<file path="src/rtl/core/msl_pkg.sv">
// Shared types, register map and reset values for the motor slew limiter.
package msl_pkg;

  // Input mode codes
  localparam logic [1:0] MODE_DRIVE  = 2'd0;
  localparam logic [1:0] MODE_WEAPON = 2'd1;
  localparam logic [1:0] MODE_TICK   = 2'd2;
  localparam logic [1:0] MODE_STOP   = 2'd3;

  // Register indexes (byte address = 4 * index)
  localparam logic [2:0] REG_DEADBAND  = 3'd0;
  localparam logic [2:0] REG_MAX_SPEED = 3'd1;
  localparam logic [2:0] REG_RAMP_UP   = 3'd2;
  localparam logic [2:0] REG_RAMP_DOWN = 3'd3;
  localparam logic [2:0] REG_TIMEOUT   = 3'd4;
  localparam logic [2:0] REG_FS_ENABLE = 3'd5;

  localparam int unsigned ADDR_W = 5;
  localparam int unsigned DATA_W = 32;

  // Reset values
  localparam logic [14:0] DEADBAND_RST  = 15'd50;
  localparam logic [14:0] MAX_SPEED_RST = 15'd1000;
  localparam logic [14:0] RAMP_UP_RST   = 15'd20;
  localparam logic [14:0] RAMP_DOWN_RST = 15'd40;
  localparam logic [15:0] TIMEOUT_RST   = 16'd500;
  localparam logic        FS_ENABLE_RST = 1'b1;

  // Idle counter saturates here
  localparam logic [16:0] IDLE_LIMIT = 17'h10000;

  typedef struct packed {
    logic [14:0] deadband_width;
    logic [14:0] max_speed;
    logic [14:0] ramp_up_step;
    logic [14:0] ramp_down_step;
    logic [15:0] wdog_timeout;
    logic        failsafe_enable;
  } cfg_t;

endpackage

</file>
<file path="src/rtl/core/motor_slew_limiter_with_watchdog_core.sv">
// Top level: request register, speed/watchdog state update and result register.
//
//   channel  | handshake           | payload
//   ---------+---------------------+----------------------------------------------
//   in       | in_valid/in_ready   | mode, left/right/weapon target
//   out      | out_valid/out_ready | left/right/weapon speed, fired, active
//   cfg      | psel/penable/pready | paddr, pwdata, prdata (6 registers)
//
// One request per cycle while out_ready is high.
// State (speeds, idle counter, latch) updates as a request leaves the input
// register, so the following request sees it on the next cycle.
// Reset is synchronous; valid flags and state reset, payload registers do not.
// A stalled result holds the output register; the input register keeps
// accepting until it too is full.
module motor_slew_limiter_with_watchdog_core (
  input  logic                       clk,
  input  logic                       rst_n,
  // request channel
  input  logic                       in_valid,
  output logic                       in_ready,
  input  logic [1:0]                 in_mode,
  input  logic signed [15:0]         in_left_target,
  input  logic signed [15:0]         in_right_target,
  input  logic signed [15:0]         in_weapon_target,
  // result channel
  output logic                       out_valid,
  input  logic                       out_ready,
  output logic signed [15:0]         out_left_spd,
  output logic signed [15:0]         out_right_spd,
  output logic signed [15:0]         out_weapon_spd,
  output logic                       out_failsafe_fired,
  output logic                       out_failsafe_active,
  // configuration port
  input  logic                       psel,
  input  logic                       penable,
  input  logic                       pwrite,
  input  logic [msl_pkg::ADDR_W-1:0] paddr,
  input  logic [msl_pkg::DATA_W-1:0] pwdata,
  output logic [msl_pkg::DATA_W-1:0] prdata,
  output logic                       pready
);

  msl_pkg::cfg_t cfg;

  logic               s1_valid_r, s1_valid_nxt;
  logic [1:0]         s1_mode_r;
  logic signed [15:0] s1_left_r, s1_right_r, s1_weapon_r;
  logic               in_fire, s1_adv;

  logic signed [15:0] left_r, right_r, weapon_r;
  logic signed [15:0] left_nxt, right_nxt, weapon_nxt;
  logic [16:0]        idle_r, idle_nxt, idle_inc;
  logic               tripped_r, tripped_nxt;
  logic               fired;
  logic signed [15:0] left_slew, right_slew, weapon_slew;

  logic               out_valid_r, out_valid_nxt;
  logic signed [15:0] out_left_r, out_right_r, out_weapon_r;
  logic               out_fired_r, out_active_r;

  msl_regs u_regs (
    .clk     (clk),
    .rst_n   (rst_n),
    .psel    (psel),
    .penable (penable),
    .pwrite  (pwrite),
    .paddr   (paddr),
    .pwdata  (pwdata),
    .prdata  (prdata),
    .pready  (pready),
    .cfg     (cfg)
  );

  // Handshake: input register drains into result register
  assign s1_adv       = s1_valid_r && (!out_valid_r || out_ready);
  assign in_ready     = !s1_valid_r || s1_adv;
  assign in_fire      = in_valid && in_ready;
  assign s1_valid_nxt = in_fire ? 1'b1 : (s1_adv ? 1'b0 : s1_valid_r);
  assign out_valid_nxt = s1_adv ? 1'b1 : (out_ready ? 1'b0 : out_valid_r);

  always_ff @(posedge clk) begin
    if (!rst_n) begin
      s1_valid_r  <= 1'b0;
      out_valid_r <= 1'b0;
    end else begin
      s1_valid_r  <= s1_valid_nxt;
      out_valid_r <= out_valid_nxt;
    end
  end

  // Input register payload
  always_ff @(posedge clk) begin
    if (in_fire) begin
      s1_mode_r   <= in_mode;
      s1_left_r   <= in_left_target;
      s1_right_r  <= in_right_target;
      s1_weapon_r <= in_weapon_target;
    end
  end

  // Three slew channels
  msl_slew u_slew_left (
    .now    (left_r),
    .target (s1_left_r),
    .cfg    (cfg),
    .speed  (left_slew)
  );

  msl_slew u_slew_right (
    .now    (right_r),
    .target (s1_right_r),
    .cfg    (cfg),
    .speed  (right_slew)
  );

  msl_slew u_slew_weapon (
    .now    (weapon_r),
    .target (s1_weapon_r),
    .cfg    (cfg),
    .speed  (weapon_slew)
  );

  // Saturating idle count for a tick
  assign idle_inc = (idle_r < msl_pkg::IDLE_LIMIT) ? idle_r + 17'd1 : idle_r;

  // Next state per mode
  always_comb begin
    left_nxt    = left_r;
    right_nxt   = right_r;
    weapon_nxt  = weapon_r;
    idle_nxt    = idle_r;
    tripped_nxt = tripped_r;
    fired       = 1'b0;
    unique case (s1_mode_r)
      msl_pkg::MODE_DRIVE: begin
        left_nxt    = left_slew;
        right_nxt   = right_slew;
        idle_nxt    = '0;
        tripped_nxt = 1'b0;
      end
      msl_pkg::MODE_WEAPON: begin
        weapon_nxt  = weapon_slew;
        idle_nxt    = '0;
        tripped_nxt = 1'b0;
      end
      msl_pkg::MODE_TICK: begin
        idle_nxt = idle_inc;
        if (cfg.failsafe_enable && !tripped_r &&
            (idle_inc > {1'b0, cfg.wdog_timeout})) begin
          left_nxt    = '0;
          right_nxt   = '0;
          weapon_nxt  = '0;
          tripped_nxt = 1'b1;
          fired       = 1'b1;
        end
      end
      msl_pkg::MODE_STOP: begin
        left_nxt   = '0;
        right_nxt  = '0;
        weapon_nxt = '0;
      end
      default: ;
    endcase
  end

  // Motor state, committed as the request moves on
  always_ff @(posedge clk) begin
    if (!rst_n) begin
      left_r    <= '0;
      right_r   <= '0;
      weapon_r  <= '0;
      idle_r    <= '0;
      tripped_r <= 1'b0;
    end else if (s1_adv) begin
      left_r    <= left_nxt;
      right_r   <= right_nxt;
      weapon_r  <= weapon_nxt;
      idle_r    <= idle_nxt;
      tripped_r <= tripped_nxt;
    end
  end

  // Result register
  always_ff @(posedge clk) begin
    if (s1_adv) begin
      out_left_r   <= left_nxt;
      out_right_r  <= right_nxt;
      out_weapon_r <= weapon_nxt;
      out_fired_r  <= fired;
      out_active_r <= tripped_nxt;
    end
  end

  assign out_valid           = out_valid_r;
  assign out_left_spd        = out_left_r;
  assign out_right_spd       = out_right_r;
  assign out_weapon_spd      = out_weapon_r;
  assign out_failsafe_fired  = out_fired_r;
  assign out_failsafe_active = out_active_r;

  // A fired result always reports the latch set and all speeds stopped
  a_fired_stops: assert property (@(posedge clk) disable iff (!rst_n)
    (out_valid_r && out_fired_r) |->
      (out_active_r && out_left_r == 16'sd0 && out_right_r == 16'sd0 &&
       out_weapon_r == 16'sd0))
    else $error("failsafe result without stop");

  // Idle counter never passes its saturation point
  a_idle_sat: assert property (@(posedge clk) disable iff (!rst_n)
    idle_r <= msl_pkg::IDLE_LIMIT)
    else $error("idle counter overflow");

  // A command clears the latch and the idle count
  a_cmd_clears: assert property (@(posedge clk) disable iff (!rst_n)
    (s1_adv && (s1_mode_r == msl_pkg::MODE_DRIVE ||
                s1_mode_r == msl_pkg::MODE_WEAPON)) |=>
      (!tripped_r && idle_r == 17'd0))
    else $error("command did not clear watchdog");

  // The latch only rises through a firing tick
  a_trip_source: assert property (@(posedge clk) disable iff (!rst_n)
    $rose(tripped_r) |-> (out_valid_r && out_fired_r))
    else $error("latch set without firing");

endmodule

</file>
<file path="src/rtl/core/msl_regs.sv">
// APB-style configuration register file for the motor slew limiter.
module msl_regs (
  input  logic                       clk,
  input  logic                       rst_n,
  input  logic                       psel,
  input  logic                       penable,
  input  logic                       pwrite,
  input  logic [msl_pkg::ADDR_W-1:0] paddr,
  input  logic [msl_pkg::DATA_W-1:0] pwdata,
  output logic [msl_pkg::DATA_W-1:0] prdata,
  output logic                       pready,
  output msl_pkg::cfg_t              cfg
);

  msl_pkg::cfg_t cfg_r;
  msl_pkg::cfg_t cfg_nxt;
  logic [2:0]    reg_idx;
  logic          wr_en;

  assign reg_idx = paddr[4:2];
  assign wr_en   = psel && penable && pwrite;
  assign pready  = 1'b1;
  assign cfg     = cfg_r;

  // Write decode; unknown indexes are dropped
  always_comb begin
    cfg_nxt = cfg_r;
    if (wr_en) begin
      unique case (reg_idx)
        msl_pkg::REG_DEADBAND:  cfg_nxt.deadband_width  = pwdata[14:0];
        msl_pkg::REG_MAX_SPEED: cfg_nxt.max_speed       = pwdata[14:0];
        msl_pkg::REG_RAMP_UP:   cfg_nxt.ramp_up_step    = pwdata[14:0];
        msl_pkg::REG_RAMP_DOWN: cfg_nxt.ramp_down_step  = pwdata[14:0];
        msl_pkg::REG_TIMEOUT:   cfg_nxt.wdog_timeout    = pwdata[15:0];
        msl_pkg::REG_FS_ENABLE: cfg_nxt.failsafe_enable = pwdata[0];
        default: ;
      endcase
    end
  end

  always_ff @(posedge clk) begin
    if (!rst_n) begin
      cfg_r.deadband_width  <= msl_pkg::DEADBAND_RST;
      cfg_r.max_speed       <= msl_pkg::MAX_SPEED_RST;
      cfg_r.ramp_up_step    <= msl_pkg::RAMP_UP_RST;
      cfg_r.ramp_down_step  <= msl_pkg::RAMP_DOWN_RST;
      cfg_r.wdog_timeout    <= msl_pkg::TIMEOUT_RST;
      cfg_r.failsafe_enable <= msl_pkg::FS_ENABLE_RST;
    end else begin
      cfg_r <= cfg_nxt;
    end
  end

  // Read mux
  always_comb begin
    unique case (reg_idx)
      msl_pkg::REG_DEADBAND:  prdata = {17'd0, cfg_r.deadband_width};
      msl_pkg::REG_MAX_SPEED: prdata = {17'd0, cfg_r.max_speed};
      msl_pkg::REG_RAMP_UP:   prdata = {17'd0, cfg_r.ramp_up_step};
      msl_pkg::REG_RAMP_DOWN: prdata = {17'd0, cfg_r.ramp_down_step};
      msl_pkg::REG_TIMEOUT:   prdata = {16'd0, cfg_r.wdog_timeout};
      msl_pkg::REG_FS_ENABLE: prdata = {31'd0, cfg_r.failsafe_enable};
      default:                prdata = '0;
    endcase
  end

endmodule

</file>
<file path="src/rtl/core/msl_slew.sv">
// One speed channel: deadband, symmetric clamp and ramp limit.
module msl_slew (
  input  logic signed [15:0] now,
  input  logic signed [15:0] target,
  input  msl_pkg::cfg_t      cfg,
  output logic signed [15:0] speed
);

  logic signed [17:0] tgt_x;
  logic signed [17:0] mag;
  logic signed [17:0] tgt_db;
  logic signed [17:0] tgt_cl;
  logic signed [17:0] lim;
  logic signed [17:0] now_x;
  logic signed [17:0] delta;
  logic signed [17:0] step;
  logic signed [17:0] delta_cl;
  logic signed [17:0] sum;

  assign tgt_x = {{2{target[15]}}, target};
  assign now_x = {{2{now[15]}}, now};
  assign lim   = {3'd0, cfg.max_speed};

  // Deadband on magnitude, then clamp to +-max_speed
  always_comb begin
    mag    = tgt_x[17] ? -tgt_x : tgt_x;
    tgt_db = (mag < $signed({3'd0, cfg.deadband_width})) ? 18'sd0 : tgt_x;
    if (tgt_db > lim) begin
      tgt_cl = lim;
    end else if (tgt_db < -lim) begin
      tgt_cl = -lim;
    end else begin
      tgt_cl = tgt_db;
    end
  end

  // Ramp limit: up step for positive difference, down step otherwise
  always_comb begin
    delta = tgt_cl - now_x;
    step  = (delta > 18'sd0) ? $signed({3'd0, cfg.ramp_up_step})
                             : $signed({3'd0, cfg.ramp_down_step});
    if (delta > step) begin
      delta_cl = step;
    end else if (delta < -step) begin
      delta_cl = -step;
    end else begin
      delta_cl = delta;
    end
    sum = now_x + delta_cl;
  end

  assign speed = sum[15:0];

endmodule
</file>
<file path="config.mk">
export PLATFORM = sky130hd
export DESIGN_NAME = motor_slew_limiter_with_watchdog_core
export DESIGN_NICKNAME = d
export VERILOG_FILES = /design/src/rtl/core/msl_pkg.sv /design/src/rtl/core/motor_slew_limiter_with_watchdog_core.sv /design/src/rtl/core/msl_regs.sv /design/src/rtl/core/msl_slew.sv
export SDC_FILE = /design/constraint.sdc
export NUM_CORES = 1
export LEC_CHECK = 0
export BUFFER_PORTS_ARGS = -buffer_cell sky130_fd_sc_hd__buf_4
export CAP_MARGIN = 20
export CORE_MARGIN = 2
export CORE_UTILIZATION = 45
export CTS_BUF_LIST = sky130_fd_sc_hd__clkbuf_8
export DETAILED_ROUTE_END_ITERATION = 12
export PLACE_DENSITY_LB_ADDON = 0.12
export SLEW_MARGIN = 20
export SYNTH_ARGS = -nofsm -noshare
export SYNTH_HDL_FRONTEND = slang
export SYNTH_SLANG_ARGS = --single-unit
export TNS_END_PERCENT = 30
</file>
<file path="constraint.sdc">
create_clock -name clk -period 15.5 [get_ports clk]
set_input_delay 2.325 -clock clk [delete_from_list [all_inputs] [get_ports clk]]
set_output_delay 2.325 -clock clk [all_outputs]
set_load 0.05 [all_outputs]
</file>
==> reports/qor.yml <==
setup_path:
  startpoint: "s1_weapon_r[1]$_DFFE_PP_"
  r2r.worst_path.cells: 57
  reg2reg_slack_ns: 0.95
  path_class: "reg -> reg"
  crit_path_start_kind: "flip-flop"
  cpMostUsedCell: "ha_1"
  r2r-start: "s1_weapon_r[1]$_DFFE_PP_"
  worst-path-max-fanout: 28
  worst_path_largest_cell_delay_ns: 0.54
  cp.arrival_ns: 14.95
  crit_end: "out_weapon_spd[15]$_DFFE_PP_"
  worstPathRequired_ns: 15.89
  worstReg2RegEnd: "out_weapon_spd[15]$_DFFE_PP_"
  crit_slowest_cell: "or4_4"
  cp-end-kind: "flip-flop"
sta:
  fmax_mhz: 68.7
  finalHoldViolCount: 0
  tightest_slew_ns: 1.14
  setup-tns-final_ns: 0
  skew_ns: 0.0614
  fin_crit_ns: 14.55
  finalSetupViolations: 0
  timing.final.crit_share: 0.939
  rsz0062_at_grt: "no"
  slew_violations: 0
  slew_headroom: 0.237
detailed_routing:
  wl_per_cell_um: 22.6
  routed-via-count: 25002
  ant_nets: 0
  drc: 0
  wl_met1_mm: 41.2
  first_pass_iters: 6
  wl_met3_mm: 5.64
  initialDrtViolationCount: 2003
  wl_met2_mm: 43.2
  drt-total-wl_mm: 93.3
  via_per_inst: 6.05
  highest_layer: "met4"
clocking:
  cts_root_buffer: "clkbuf_8"
  cts_buffer_depth: 3
  clk_latency_ns: 0.66
  clock-sinks: 245
  ctsHtreeMaxLevel: 2
  cts_made_buffers: 46
  cts_tree: "done"
  path_clk_slew_ns: 0.06
placement:
  place_congestion: 1.01
  dpl.hpwl_mm: 74.2
  dpl_cell_area_um2: 28200
  io_buffers: 143
synthesis:
  ys_seq_elements: 245
  async_reset_ff_frac: 0
  seq_area_frac_synth: 0.226
  netlist_instances: 3192
  syn_area_um2: 26100
  yosysWarnings: 0
  avgSynthCellArea_um2: 8.18
  synth_edf_count: 100
  ys_types: 100
  ys.flop_type: "dfxtp_1"
grt:
  grt_pass1_vias: 23852
  grt_use_total: 0.304
  antenna_found_initial: 3
  grt_pass1_wl_mm: 141
  gr-total-overflow: 0
  grt_start_max_net_pins: 116
min_path:
  hold_path_class: "reg -> reg"
pwr:
  powerDensity_nw_per_um2: 150
  ir_drop_v: 0.0000998
  p_leak_uw: 0.0125
floorplan:
  ios: 179
  start_util: 0.453
  dieArea_um2: 60000
  die_width_um: 245
  die_y_um: 245
  coreArea_um2: 57600
  fp-row-count: 88
outcome:
  status: "complete, no violations"
cells_and_area:
  drive_gt1_frac: 0.123
  final_net_count: 3790
  design_area_um2: 29300
  layout_common_cells: "ha_1 (359), nand2_1 (355), buf_4 (235)"
  area_growth_pct: 12.2
  layout_commonest_cell: "ha_1"
flow_run:
  max_cap_viol_count: 0
## registers in the layout (all words and copies together), names as in the netlist
register	flops
left_r	16
s1_left_r	16
out_failsafe_active	1
s1_weapon_r	16
s1_valid_r	1
out_failsafe_fired	1
out_valid	1
weapon_r	16
right_r	16
s1_right_r	16
out_left_spd	16
tripped_r	1
s1_mode_r	2
out_weapon_spd	16
out_right_spd	16
idle_r	17
u_regs.cfg	77
## cell type report
type / instances / area [um^2]
Fill cell: 5514 / 28300
Multi-Input combinational cell: 2607 / 19000
Sequential cell: 245 / 5910
Timing Repair Buffer: 238 / 1810
Tap cell: 765 / 957
Clock buffer: 55 / 757
Inverter: 191 / 719
Clock inverter: 27 / 179
Antenna cell: 2 / 5.00
## power breakdown
part	internal [uW]	switching [uW]
sequential	724	36.3
clock	343	310
combinational	1170	1800
## layer usage
metal / vias up / global-route usage
li1: 11971 / -
met1: 11977 / 0.403
met2: 875 / 0.505
met3: 179 / 0.0397
met4: 0 / 0.108
met5: - / 0
## critical path, delay by kind of cell, from the launching register on
kind,cells,cell delay [ns]
AOI/OAI and AO/OA,25,5.81
muxes,2,0.64
and+or+nand+nor,20,4.76
adders and majority gates,5,1.50
DFF,1,0.44
buffers and inverters,4,0.97
xor gates and xnor gates,1,0.13
## timing repair
action / in CTS / in global routing
hold buffers: 0 / 0
gates resized for setup: 0 / 38
endpoints found under the setup margin: 0 / 17
setup buffers: 0 / 4
## synth_stat cells (22+ instances only)
cell type / number / share of area
nor2b_1: 75 / 0.018
and2_1: 50 / 0.012
o22ai_1: 24 / 0.0058
ha_1: 361 / 0.17
a21oi_1: 190 / 0.036
nand3_1: 87 / 0.017
o21a_1: 42 / 0.012
edfxtp_1: 100 / 0.12
a22o_1: 40 / 0.013
inv_1: 185 / 0.027
a21boi_0: 60 / 0.017
dfxtp_1: 145 / 0.11
o211ai_1: 42 / 0.012
xnor2_1: 129 / 0.043
nand2b_1: 30 / 0.0072
or3_1: 26 / 0.0062
nor3_1: 71 / 0.014
nor2_1: 163 / 0.023
o31ai_1: 23 / 0.0066
nand4_1: 35 / 0.0084
a211oi_1: 32 / 0.0092
clkbuf_1: 126 / 0.018
a21o_1: 89 / 0.026
mux2i_1: 105 / 0.040
nand2_1: 355 / 0.051
a31oi_1: 28 / 0.0067
xor2_1: 48 / 0.016
nor4_1: 22 / 0.0053
o21ai_0: 179 / 0.034
## cell families (layout without fill, tap and decap cells)
group | count (synthesis) | in the layout | synth area share
xor gates and xnor gates | 178 | 178 | 0.0603
and+or+nand+nor | 1008 | 1008 | 0.191
DFF | 245 | 245 | 0.226
other | 2 | 19 | 0.000288
AOI/OAI and AO/OA | 903 | 903 | 0.231
adders and majority gates | 367 | 367 | 0.178
muxes | 134 | 134 | 0.0574
buffers and inverters | 355 | 511 | 0.0564
## worst min path at each step
stage                                startpoint                           to  slack, ns  depth (start not counted)
floorplan           u_regs.cfg[16]$_SDFFE_PN0P_  u_regs.cfg[16]$_SDFFE_PN0P_       0.45                          2
global placement    u_regs.cfg[16]$_SDFFE_PN0P_  u_regs.cfg[16]$_SDFFE_PN0P_       0.47                          2
detailed placement  u_regs.cfg[16]$_SDFFE_PN0P_  u_regs.cfg[16]$_SDFFE_PN0P_       0.48                          2
CTS                 u_regs.cfg[16]$_SDFFE_PN0P_  u_regs.cfg[16]$_SDFFE_PN0P_       0.49                          2
global route        u_regs.cfg[16]$_SDFFE_PN0P_  u_regs.cfg[16]$_SDFFE_PN0P_       0.51                          2
finish              u_regs.cfg[16]$_SDFFE_PN0P_  u_regs.cfg[16]$_SDFFE_PN0P_       0.48                          2
## metrics by stage
| step | std cells | total power, uW | hold slack, ns | util | setup WS, ns |
|---|---|---|---|---|---|
| 6_report | 4130 | 4390 | 0.484 | 0.509 | 0.947 |
| 5_1_grt | 4130 | 4710 | 0.514 | 0.509 | 0.0249 |
| 4_1_cts | 4124 | 4330 | 0.486 | 0.506 | 0.293 |
| 3_5_place_dp | 4042 | 3660 | 0.478 | 0.489 | 0.391 |
| 3_3_place_gp | 4042 | 3600 | 0.469 | 0.489 | 0.582 |
| 2_1_floorplan | 3207 | 2840 | 0.452 | - | 1.75 |
Power figures use the tool's default switching activity.
